## src/hdl/tlifp_pkg.sv

```systemverilog
// ----------------------------------------------------------------------------
// tlifp_pkg
// Shared types and constants of the text line integer field parser.
// ----------------------------------------------------------------------------
package tlifp_pkg;

  localparam int BYTE_W  = 8;
  localparam int FIELD_W = 16;

  // Character codes
  localparam logic [BYTE_W-1:0] CHAR_LF    = 8'h0A;
  localparam logic [BYTE_W-1:0] CHAR_CR    = 8'h0D;
  localparam logic [BYTE_W-1:0] CHAR_SPACE = 8'h20;
  localparam logic [BYTE_W-1:0] CHAR_HT    = 8'h09;
  localparam logic [BYTE_W-1:0] CHAR_VT    = 8'h0B;
  localparam logic [BYTE_W-1:0] CHAR_FF    = 8'h0C;
  localparam logic [BYTE_W-1:0] CHAR_MINUS = 8'h2D;
  localparam logic [BYTE_W-1:0] CHAR_ZERO  = 8'h30;
  localparam logic [BYTE_W-1:0] CHAR_NINE  = 8'h39;

  // Configuration registers
  localparam int CFG_IDX_W = 2;
  localparam logic [CFG_IDX_W-1:0] REG_MAX_FIELDS   = 2'd0;
  localparam logic [CFG_IDX_W-1:0] REG_COMMENT_BYTE = 2'd1;

  localparam logic [FIELD_W-1:0] DEF_MAX_FIELDS   = 16'd16;
  localparam logic [BYTE_W-1:0]  DEF_COMMENT_BYTE = 8'h23;

  // Queue depths
  localparam int CLS_DEPTH = 2;
  localparam int RES_DEPTH = 4;

  // Classified input byte
  typedef struct packed {
    logic       sep;
    logic       blank;
    logic       digit;
    logic       minus;
    logic       comment;
    logic       last;
    logic [3:0] dval;
  } class_t;

  // Control part of one result entry (number and/or line end of one byte)
  typedef struct packed {
    logic               has_num;
    logic               has_end;
    logic               neg;
    logic [FIELD_W-1:0] column;
    logic [FIELD_W-1:0] count;
  } res_ctl_t;

endpackage

```

## src/hdl/text_line_int_field_parser.sv

```systemverilog
// ----------------------------------------------------------------------------
// text_line_int_field_parser
// Splits a byte stream into lines and parses signed decimal integers per line.
//
//   channel  direction  handshake          payload
//   in_      input      in_push / in_full   in_text_byte, in_buffer_last
//   out_     output     out_pop / out_empty number_value, column_index,
//                                           is_line_end, field_count, last_of_run
//   cfg_     input      cfg_valid/cfg_ready cfg_index, cfg_wdata
//
// One byte is taken per cycle while in_full is low; the parser step (one multiply
// by ten, add and range compare) handles one byte per cycle while the result
// queue has room. One record leaves per cycle while out_pop is high, so a byte
// that closes a line with a pending number gives two records, number first.
// Reset is synchronous: queues and parse state clear, config returns to
// max_fields 16 and comment byte '#'. A stalled output backs up through a
// four-entry result queue and a two-entry byte queue before in_full rises.
// ----------------------------------------------------------------------------
module text_line_int_field_parser #(
  parameter int VALUE_WIDTH = 64
) (
  input  logic                                 clk,
  input  logic                                 rst_n,
  // byte input
  input  logic                                 in_push,
  output logic                                 in_full,
  input  logic [tlifp_pkg::BYTE_W-1:0]         in_text_byte,
  input  logic                                 in_buffer_last,
  // results
  output logic                                 out_empty,
  input  logic                                 out_pop,
  output logic signed [VALUE_WIDTH-1:0]        out_number_value,
  output logic [tlifp_pkg::FIELD_W-1:0]        out_column_index,
  output logic                                 out_is_line_end,
  output logic [tlifp_pkg::FIELD_W-1:0]        out_field_count,
  output logic                                 out_last_of_run,
  // configuration
  input  logic                                 cfg_valid,
  output logic                                 cfg_ready,
  input  logic [tlifp_pkg::CFG_IDX_W-1:0]      cfg_index,
  input  logic [tlifp_pkg::FIELD_W-1:0]        cfg_wdata
);
  import tlifp_pkg::*;

  class_t                 cls_head;
  logic                   cls_empty;
  logic                   cls_pop;
  logic [FIELD_W-1:0]     max_fields;
  logic                   res_full;
  logic                   res_push;
  res_ctl_t               res_ctl;
  logic [VALUE_WIDTH-1:0] res_mag;

  // Config writes are always taken
  assign cfg_ready = 1'b1;

  tlifp_front u_front (
    .clk            (clk),
    .rst_n          (rst_n),
    .in_push        (in_push),
    .in_text_byte   (in_text_byte),
    .in_buffer_last (in_buffer_last),
    .in_full        (in_full),
    .cfg_valid      (cfg_valid),
    .cfg_index      (cfg_index),
    .cfg_wdata      (cfg_wdata),
    .max_fields     (max_fields),
    .cls_pop        (cls_pop),
    .cls_head       (cls_head),
    .cls_empty      (cls_empty)
  );

  tlifp_back #(
    .VALUE_WIDTH (VALUE_WIDTH)
  ) u_back (
    .clk        (clk),
    .rst_n      (rst_n),
    .cls        (cls_head),
    .cls_empty  (cls_empty),
    .cls_pop    (cls_pop),
    .max_fields (max_fields),
    .res_full   (res_full),
    .res_push   (res_push),
    .res_ctl    (res_ctl),
    .res_mag    (res_mag)
  );

  tlifp_out #(
    .VALUE_WIDTH (VALUE_WIDTH)
  ) u_out (
    .clk              (clk),
    .rst_n            (rst_n),
    .res_push         (res_push),
    .res_ctl          (res_ctl),
    .res_mag          (res_mag),
    .res_full         (res_full),
    .out_pop          (out_pop),
    .out_empty        (out_empty),
    .out_number_value (out_number_value),
    .out_column_index (out_column_index),
    .out_is_line_end  (out_is_line_end),
    .out_field_count  (out_field_count),
    .out_last_of_run  (out_last_of_run)
  );

endmodule

```

## src/hdl/tlifp_fifo.sv

```systemverilog
// ----------------------------------------------------------------------------
// tlifp_fifo
// Small register queue with count based full/empty; DEPTH a power of two.
// ----------------------------------------------------------------------------
module tlifp_fifo #(
  parameter int WIDTH = 8,
  parameter int DEPTH = 2
) (
  input  logic             clk,
  input  logic             rst_n,
  input  logic             push,
  input  logic [WIDTH-1:0] wdata,
  output logic             full,
  input  logic             pop,
  output logic [WIDTH-1:0] rdata,
  output logic             empty
);

  localparam int PTR_W = (DEPTH > 1) ? $clog2(DEPTH) : 1;
  localparam int CNT_W = $clog2(DEPTH + 1);

  logic [WIDTH-1:0] mem_r [DEPTH];
  logic [PTR_W-1:0] wr_ptr_r;
  logic [PTR_W-1:0] rd_ptr_r;
  logic [CNT_W-1:0] count_r;
  logic             wr_en;
  logic             rd_en;

  assign full  = (count_r == CNT_W'(DEPTH));
  assign empty = (count_r == '0);
  assign wr_en = push && !full;
  assign rd_en = pop && !empty;
  assign rdata = mem_r[rd_ptr_r];

  // Storage, no reset
  always_ff @(posedge clk) begin
    if (wr_en) begin
      mem_r[wr_ptr_r] <= wdata;
    end
  end

  // Pointers and fill count
  always_ff @(posedge clk) begin
    if (!rst_n) begin
      wr_ptr_r <= '0;
      rd_ptr_r <= '0;
      count_r  <= '0;
    end else begin
      if (wr_en) begin
        wr_ptr_r <= wr_ptr_r + PTR_W'(1);
      end
      if (rd_en) begin
        rd_ptr_r <= rd_ptr_r + PTR_W'(1);
      end
      if (wr_en && !rd_en) begin
        count_r <= count_r + CNT_W'(1);
      end else if (rd_en && !wr_en) begin
        count_r <= count_r - CNT_W'(1);
      end
    end
  end

endmodule

```

## src/hdl/tlifp_front.sv

```systemverilog
// ----------------------------------------------------------------------------
// tlifp_front
// Config registers, byte classifier and the queue feeding the parser.
// ----------------------------------------------------------------------------
module tlifp_front (
  input  logic                                    clk,
  input  logic                                    rst_n,
  // byte input
  input  logic                                    in_push,
  input  logic [tlifp_pkg::BYTE_W-1:0]            in_text_byte,
  input  logic                                    in_buffer_last,
  output logic                                    in_full,
  // config writes
  input  logic                                    cfg_valid,
  input  logic [tlifp_pkg::CFG_IDX_W-1:0]         cfg_index,
  input  logic [tlifp_pkg::FIELD_W-1:0]           cfg_wdata,
  output logic [tlifp_pkg::FIELD_W-1:0]           max_fields,
  // to parser
  input  logic                                    cls_pop,
  output tlifp_pkg::class_t                       cls_head,
  output logic                                    cls_empty
);
  import tlifp_pkg::*;

  logic [FIELD_W-1:0] max_fields_r;
  logic [BYTE_W-1:0]  comment_byte_r;
  class_t             cls;
  logic [$bits(class_t)-1:0] cls_rdata;

  assign max_fields = max_fields_r;

  // Config registers, taken on every transfer
  always_ff @(posedge clk) begin
    if (!rst_n) begin
      max_fields_r   <= DEF_MAX_FIELDS;
      comment_byte_r <= DEF_COMMENT_BYTE;
    end else if (cfg_valid) begin
      case (cfg_index)
        REG_MAX_FIELDS:   max_fields_r   <= cfg_wdata;
        REG_COMMENT_BYTE: comment_byte_r <= cfg_wdata[BYTE_W-1:0];
        default: ;
      endcase
    end
  end

  // Classify the incoming byte
  always_comb begin
    cls.sep     = (in_text_byte == CHAR_LF) || (in_text_byte == CHAR_CR);
    cls.blank   = (in_text_byte == CHAR_SPACE) || (in_text_byte == CHAR_HT) ||
                  (in_text_byte == CHAR_VT) || (in_text_byte == CHAR_FF);
    cls.digit   = (in_text_byte >= CHAR_ZERO) && (in_text_byte <= CHAR_NINE);
    cls.minus   = (in_text_byte == CHAR_MINUS);
    cls.comment = (in_text_byte == comment_byte_r);
    cls.last    = in_buffer_last;
    cls.dval    = in_text_byte[3:0];
  end

  tlifp_fifo #(
    .WIDTH ($bits(class_t)),
    .DEPTH (CLS_DEPTH)
  ) u_cls_q (
    .clk   (clk),
    .rst_n (rst_n),
    .push  (in_push),
    .wdata (cls),
    .full  (in_full),
    .pop   (cls_pop),
    .rdata (cls_rdata),
    .empty (cls_empty)
  );

  assign cls_head = class_t'(cls_rdata);

endmodule

```

## src/hdl/tlifp_back.sv

```systemverilog
// ----------------------------------------------------------------------------
// tlifp_back
// Line and token state machine: one classified byte per cycle while the result
// queue has room; at most one entry (number, line end, or both) per byte.
// ----------------------------------------------------------------------------
module tlifp_back #(
  parameter int VALUE_WIDTH = 64
) (
  input  logic                          clk,
  input  logic                          rst_n,
  input  tlifp_pkg::class_t             cls,
  input  logic                          cls_empty,
  output logic                          cls_pop,
  input  logic [tlifp_pkg::FIELD_W-1:0] max_fields,
  input  logic                          res_full,
  output logic                          res_push,
  output tlifp_pkg::res_ctl_t           res_ctl,
  output logic [VALUE_WIDTH-1:0]        res_mag
);
  import tlifp_pkg::*;

  localparam int PROD_W = VALUE_WIDTH + 4;

  typedef enum logic [1:0] {LP_START, LP_LINE, LP_AFTER} line_phase_t;
  typedef enum logic [1:0] {TP_BETWEEN, TP_SIGN, TP_DIGITS, TP_STOPPED} token_phase_t;

  line_phase_t            lp_r,  lp_nxt;
  token_phase_t           tp_r,  tp_nxt;
  logic                   neg_r, neg_nxt;
  logic [VALUE_WIDTH-1:0] mag_r, mag_nxt;
  logic [FIELD_W-1:0]     fl_r,  fl_nxt;

  logic              step;
  logic [PROD_W-1:0] prod;
  logic [PROD_W-1:0] limit;
  logic              ovf;

  assign step     = !cls_empty && !res_full;
  assign cls_pop  = step;
  assign res_push = step && (res_ctl.has_num || res_ctl.has_end);

  // mag * 10 + digit against the signed range limit
  always_comb begin
    prod  = (PROD_W'(mag_r) << 3) + (PROD_W'(mag_r) << 1) + PROD_W'(cls.dval);
    limit = (PROD_W'(1) << (VALUE_WIDTH - 1)) - PROD_W'(!neg_r);
    ovf   = prod > limit;
  end

  // Next state and result entry for the head byte
  always_comb begin
    lp_nxt  = lp_r;
    tp_nxt  = tp_r;
    neg_nxt = neg_r;
    mag_nxt = mag_r;
    fl_nxt  = fl_r;
    res_ctl = '0;
    res_mag = '0;

    if (cls.sep) begin
      if (lp_r == LP_START) begin
        // separator at buffer start: empty line
        fl_nxt          = '0;
        tp_nxt          = TP_BETWEEN;
        neg_nxt         = 1'b0;
        mag_nxt         = '0;
        res_ctl.has_end = 1'b1;
        res_ctl.count   = '0;
        lp_nxt          = LP_AFTER;
      end else if (lp_r == LP_LINE) begin
        if (tp_r == TP_DIGITS) begin
          res_ctl.has_num = 1'b1;
          res_ctl.neg     = neg_r;
          res_ctl.column  = fl_r;
          res_mag         = mag_r;
          fl_nxt          = fl_r + FIELD_W'(1);
        end
        res_ctl.has_end = 1'b1;
        res_ctl.count   = fl_nxt;
        tp_nxt          = TP_BETWEEN;
        lp_nxt          = LP_AFTER;
      end
    end else begin
      if (lp_r != LP_LINE) begin
        lp_nxt  = LP_LINE;
        tp_nxt  = TP_BETWEEN;
        neg_nxt = 1'b0;
        mag_nxt = '0;
        fl_nxt  = '0;
      end
      if (cls.comment) begin
        // comment: flush a pending number, ignore the rest of the line
        if (tp_nxt == TP_DIGITS) begin
          res_ctl.has_num = 1'b1;
          res_ctl.neg     = neg_nxt;
          res_ctl.column  = fl_nxt;
          res_mag         = mag_nxt;
          fl_nxt          = fl_nxt + FIELD_W'(1);
        end
        tp_nxt = TP_STOPPED;
      end else begin
        case (tp_nxt)
          TP_BETWEEN: begin
            if (!cls.blank) begin
              if (fl_nxt >= max_fields) begin
                tp_nxt = TP_STOPPED;
              end else if (cls.minus) begin
                tp_nxt  = TP_SIGN;
                neg_nxt = 1'b1;
                mag_nxt = '0;
              end else if (cls.digit) begin
                tp_nxt  = TP_DIGITS;
                neg_nxt = 1'b0;
                mag_nxt = VALUE_WIDTH'(cls.dval);
              end else begin
                tp_nxt = TP_STOPPED;
              end
            end
          end
          TP_SIGN: begin
            if (cls.digit) begin
              if (ovf) begin
                tp_nxt = TP_STOPPED;
              end else begin
                tp_nxt  = TP_DIGITS;
                mag_nxt = prod[VALUE_WIDTH-1:0];
              end
            end else begin
              tp_nxt = TP_STOPPED;
            end
          end
          TP_DIGITS: begin
            if (cls.digit) begin
              if (ovf) begin
                tp_nxt = TP_STOPPED;
              end else begin
                mag_nxt = prod[VALUE_WIDTH-1:0];
              end
            end else begin
              // number ends here; this byte may start the next one
              res_ctl.has_num = 1'b1;
              res_ctl.neg     = neg_r;
              res_ctl.column  = fl_r;
              res_mag         = mag_r;
              fl_nxt          = fl_r + FIELD_W'(1);
              tp_nxt          = TP_BETWEEN;
              if (!cls.blank) begin
                if (fl_nxt >= max_fields) begin
                  tp_nxt = TP_STOPPED;
                end else if (cls.minus) begin
                  tp_nxt  = TP_SIGN;
                  neg_nxt = 1'b1;
                  mag_nxt = '0;
                end else begin
                  tp_nxt = TP_STOPPED;
                end
              end
            end
          end
          default: ;
        endcase
      end
    end

    // final byte of the buffer: close the open line, back to buffer start
    if (cls.last) begin
      if (lp_nxt == LP_LINE) begin
        if (tp_nxt == TP_DIGITS) begin
          res_ctl.has_num = 1'b1;
          res_ctl.neg     = neg_nxt;
          res_ctl.column  = fl_nxt;
          res_mag         = mag_nxt;
          fl_nxt          = fl_nxt + FIELD_W'(1);
        end
        res_ctl.has_end = 1'b1;
        res_ctl.count   = fl_nxt;
      end
      lp_nxt  = LP_START;
      tp_nxt  = TP_BETWEEN;
      neg_nxt = 1'b0;
      mag_nxt = '0;
      fl_nxt  = '0;
    end
  end

  // Parser state
  always_ff @(posedge clk) begin
    if (!rst_n) begin
      lp_r  <= LP_START;
      tp_r  <= TP_BETWEEN;
      neg_r <= 1'b0;
      mag_r <= '0;
      fl_r  <= '0;
    end else if (step) begin
      lp_r  <= lp_nxt;
      tp_r  <= tp_nxt;
      neg_r <= neg_nxt;
      mag_r <= mag_nxt;
      fl_r  <= fl_nxt;
    end
  end

endmodule

```

## src/hdl/tlifp_out.sv

```systemverilog
// ----------------------------------------------------------------------------
// tlifp_out
// Result queue; splits an entry holding a number and a line end into two
// records, and applies the sign to the stored magnitude.
// ----------------------------------------------------------------------------
module tlifp_out #(
  parameter int VALUE_WIDTH = 64
) (
  input  logic                                 clk,
  input  logic                                 rst_n,
  input  logic                                 res_push,
  input  tlifp_pkg::res_ctl_t                  res_ctl,
  input  logic [VALUE_WIDTH-1:0]               res_mag,
  output logic                                 res_full,
  input  logic                                 out_pop,
  output logic                                 out_empty,
  output logic signed [VALUE_WIDTH-1:0]        out_number_value,
  output logic [tlifp_pkg::FIELD_W-1:0]        out_column_index,
  output logic                                 out_is_line_end,
  output logic [tlifp_pkg::FIELD_W-1:0]        out_field_count,
  output logic                                 out_last_of_run
);
  import tlifp_pkg::*;

  localparam int ENT_W = $bits(res_ctl_t) + VALUE_WIDTH;

  logic [ENT_W-1:0]       head;
  res_ctl_t               head_ctl;
  logic [VALUE_WIDTH-1:0] head_mag;
  logic                   half_r;
  logic                   both;
  logic                   show_num;
  logic                   xfer;
  logic                   q_pop;

  tlifp_fifo #(
    .WIDTH (ENT_W),
    .DEPTH (RES_DEPTH)
  ) u_res_q (
    .clk   (clk),
    .rst_n (rst_n),
    .push  (res_push),
    .wdata ({res_ctl, res_mag}),
    .full  (res_full),
    .pop   (q_pop),
    .rdata (head),
    .empty (out_empty)
  );

  assign head_ctl = res_ctl_t'(head[ENT_W-1:VALUE_WIDTH]);
  assign head_mag = head[VALUE_WIDTH-1:0];

  // Two-record entries go out number first, then line end
  assign both     = head_ctl.has_num && head_ctl.has_end;
  assign show_num = head_ctl.has_num && !(head_ctl.has_end && half_r);
  assign xfer     = out_pop && !out_empty;
  assign q_pop    = xfer && !(both && !half_r);

  always_ff @(posedge clk) begin
    if (!rst_n) begin
      half_r <= 1'b0;
    end else if (xfer) begin
      half_r <= both && !half_r;
    end
  end

  // Record fields
  always_comb begin
    out_number_value = '0;
    out_column_index = '0;
    out_field_count  = '0;
    out_is_line_end  = !show_num;
    out_last_of_run  = !(both && !half_r);
    if (show_num) begin
      out_number_value = head_ctl.neg ? -head_mag : head_mag;
      out_column_index = head_ctl.column;
    end else begin
      out_field_count  = head_ctl.count;
    end
  end

endmodule

```

## config.mk

```make
export PLATFORM = sky130hd
export DESIGN_NAME = text_line_int_field_parser
export DESIGN_NICKNAME = d
export VERILOG_FILES = /design/src/hdl/tlifp_pkg.sv /design/src/hdl/text_line_int_field_parser.sv /design/src/hdl/tlifp_fifo.sv /design/src/hdl/tlifp_front.sv /design/src/hdl/tlifp_back.sv /design/src/hdl/tlifp_out.sv
export SDC_FILE = /design/constraint.sdc
export NUM_CORES = 2
export LEC_CHECK = 0
export ABC_AREA = 1
export BUFFER_PORTS_ARGS = -buffer_cell sky130_fd_sc_hd__buf_4
export CORE_UTILIZATION = 50
export CTS_BUF_LIST = sky130_fd_sc_hd__clkbuf_4
export DETAILED_ROUTE_END_ITERATION = 8
export GPL_ROUTABILITY_DRIVEN = 0
export GPL_TIMING_DRIVEN = 0
export HOLD_SLACK_MARGIN = 0.08
export PLACE_DENSITY = 0.69
export SLEW_MARGIN = 20
export SYNTH_ARGS = -nofsm -noshare
export SYNTH_HDL_FRONTEND = slang
export SYNTH_SLANG_ARGS = --single-unit
```

## constraint.sdc

```tcl
create_clock -name clk -period 8.3 [get_ports clk]
set_input_delay 0 -clock clk [delete_from_list [all_inputs] [get_ports clk]]
set_output_delay 0 -clock clk [all_outputs]
set_load 0.01 [all_outputs]
```

==> results_dict.tcl <==
set metrics [dict create \
    status "finished, final reports clean" \
    cts_hold_buf 92 \
    critPathMaxStageDelay_ns 0.62 \
    yosysUniqueCellTypes 63 \
    grt_max_degree 66 \
    holdCritPathClass "input pin to flop" \
    rows 99 \
    layout_setup_ws_ns 0.554 \
    critical_path_class "flop to flop" \
    grt_pass1_wl_microns 192000 \
    yosys_warnings 0 \
    setup_viol 0 \
    holdWs_ns 0.149 \
    dp_hpwl_microns 97000 \
    syn_area_sq_mm 0.0374 \
    mostFrequentLayoutCells "nand2_1, nor2_1, a21oi_1" \
    required_ns 8.97 \
    firstDrtPassIters 6 \
    antenna_found_initial 2 \
    post_drt_wl_per_cell_microns 19.4 \
    post_cts_resized 0 \
    hold_viol 0 \
    dp_slack_ns 0.719 \
    slew_viol_final 0 \
    coreArea_sq_mm 0.0735 \
    p_leak_nw 19.0 \
    ys.flop_type "edfxtp_1" \
    synth_nets 5381 \
    ant_nets 0 \
    drive_gt1_share_pct 9.25 \
    cts_buffers 137 \
    dieHeight_microns 275 \
    die_w_microns 275 \
    fin_worst_skew_ns 0.0886 \
    routed_via_density 5.67 \
    die_area_sq_mm 0.0758 \
    reg2reg_setup_slack_ns 0.55 \
    cp-start-kind "flop" \
    cts_root_buf "clkbuf_4" \
    ir_drop_mv 0.158 \
    synth_seq_cells 540 \
    post_cts_buffers 0 \
    drt-initial-drc-count 4185 \
    crit_slowest_cell "o21ai_0" \
    vias 37200 \
    cts_num_sinks 540 \
    worstMarginPinSlew_ns 1.15 \
    power_density_mw_per_mm2 316 \
    grt_pass1_vias 33900 \
    relSlewSlack_pct 23.2 \
    drt-total-wl_microns 128000 \
    setup_tns_ns 0 \
    async_flop_share_pct 0 \
    synth_edf_count 416 \
    postSynthCellCount 5111 \
    crit_top_cell "nand2_1" \
    globalRouteOverflowTotal 0 \
    period_needed_ns 7.75 \
    pin_count 133 \
    area_delta_synth_final_pct 14.6 \
    clkTransAtPathRegs_ns 0.06 \
    fmax_ghz 0.129 \
    remaining_drc_errors 0 \
    grt.total_usage_pct 33.1 \
    fin_crit_sh_pct 93.3 \
    arrival_ns 8.41 \
    max-clock-path-buffers 3 \
    hp-start "in_text_byte[0]" \
    cap_violations 0 \
    r2r_cells 36 \
    holdPathStages 5 \
    hold_end "u_front.u_cls_q.mem_r[0][8]$_DFFE_PP_" \
    ctsHtreeMaxLevel 4 \
    critPathMaxFanout 10 \
    endpoint_kind "flop" \
    layout.nets 5762 \
    syn_avg_cell_area_sq_um 7.31 \
    final_common_cell "nand2_1" \
    insertion_delay_ns 1.01 \
    r2r_end "u_out.u_res_q.mem_r[1][65]$_DFFE_PP_" \
    numPortBuffers 130 \
    cts_tree "done" \
    initial_utilization_pct 50.9 \
    fill_cells 6764 \
    ys_seq_area_share_pct 40.1 \
    grt_setup_unrepaired "false" \
]
==> cells by family (layout without fill, tap and decap cells) <==
family,Yosys count,after routing,share of synthesized area (%)
AOI/OAI and AO/OA,1158,1158,16.8
xor gates and xnor gates,72,72,1.69
adders and majority gates,238,238,8.03
buffers and inverters,742,1230,7.89
DFF,540,540,40.1
muxes,5,5,0.144
other,1,4,0.0100
and+or+nand+nor,2355,2355,25.4
==> Yosys cell counts (11+ instances only) <==
library cell,number,share of area (%)
a21oi_1,524,7.0
a32oi_1,29,0.68
buf_1,17,0.17
buf_2,59,0.79
buf_4,11,0.22
clkbuf_1,134,1.3
dfxtp_1,124,6.6
edfxtp_1,416,33
ha_1,235,7.9
inv_1,497,5.0
inv_2,12,0.12
nand2_1,1397,14
nand2_2,12,0.20
nand3_1,223,3.0
nand4_1,27,0.45
nor2_1,586,5.9
nor2_2,15,0.25
nor3_1,53,0.71
nor4_1,11,0.18
o211ai_1,17,0.34
o21ai_0,429,5.7
o21ai_1,40,0.54
o21bai_1,16,0.32
o22ai_1,31,0.52
xnor2_1,21,0.49
xor2_1,51,1.2
==> flip-flops by register name, summed over array words and instances (netlist names), named ones only <==
signal                    flops
u_out.u_res_q.wr_ptr_r        2
u_front.u_cls_q.rd_ptr_r      1
u_back.neg_r                  1
u_back.mag_r                 64
u_back.tp_r                   2
u_front.u_cls_q.wr_ptr_r      1
u_out.u_res_q.count_r         3
u_front.u_cls_q.count_r       2
u_out.u_res_q.rd_ptr_r        2
u_front.u_cls_q.mem_r        20
u_front.max_fields           16
u_back.lp_r                   2
u_out.half_r                  1
u_front.comment_byte_r        8
u_back.fl_r                  16
u_out.u_res_q.mem_r         396
==> critical path: cells and delay by family (launching register included) <==
family / cells / cell delay [ns]
AO/OA/AOI/OAI: 5 / 1.39
XOR/XNOR: 1 / 0.38
adder cells (fa/ha/maj): 4 / 1.31
buffers and inverters: 6 / 1.07
flip-flops: 1 / 0.42
multiplexers: 1 / 0.42
AND/OR/NAND/NOR: 19 / 2.45
==> how the worst max path moves through the flow <==
stage	slack, ns	to	depth (start not counted)	start
floorplan	1.71	u_out.u_res_q.mem_r[0][0]$_DFFE_PP_	10	flop
global placement	-2.50	u_out.u_res_q.mem_r[3][10]$_DFFE_PP_	10	flop
detailed placement	0.72	u_out.u_res_q.mem_r[3][65]$_DFFE_PP_	36	flop
CTS	0.72	u_out.u_res_q.mem_r[1][65]$_DFFE_PP_	36	flop
global route	0.12	u_out.u_res_q.mem_r[0][65]$_DFFE_PP_	35	flop
finish	0.55	u_out.u_res_q.mem_r[1][65]$_DFFE_PP_	36	flop
==> per-stage QoR <==
step / power [mW] / utilization [%] / area [sq um] / cells
floorplan: 8.25 / - / 37400 / 5111
global placement: 10.8 / 53.8 / 39500 / 6200
detailed placement: 11.0 / 54.5 / 40100 / 6220
CTS: 13.3 / 58.2 / 42800 / 6558
global route: 14.3 / 58.3 / 42800 / 6561
finish: 13.5 / 58.3 / 42800 / 6561
==> layer usage <==
metal / up-vias / GRT usage (%) / routed length [microns]
li1: 18000 / - / -
met1: 17100 / 46.0 / 54100
met2: 1842 / 51.4 / 56300
met3: 308 / 4.62 / 11900
met4: 0 / 14.4 / 5320
met5: - / 0 / 0
==> power breakdown <==
group          switching (mW)  internal, mW  leakage, nW
combinational            5.11          2.24         13.1
sequential              0.306          3.55         4.87
clock                    1.15          1.18         1.05
total                    6.56          6.97         19.0
==> cell type report <==
class                      instances  area [sq um]  share of cell area, %
tap                              959          1200                   2.80
inverter                         515          1930                   4.52
timing repair buffer             242          2390                   5.60
clock buffer                     198          1490                   3.47
multi-input combinational       3829         19500                   45.5
sequential                       540         15000                   35.0
antenna                            3          7.51                 0.0175
clock inverter                    48           315                  0.737
buffer                           227          1010                   2.37
(Power assumes the default switching activity.)
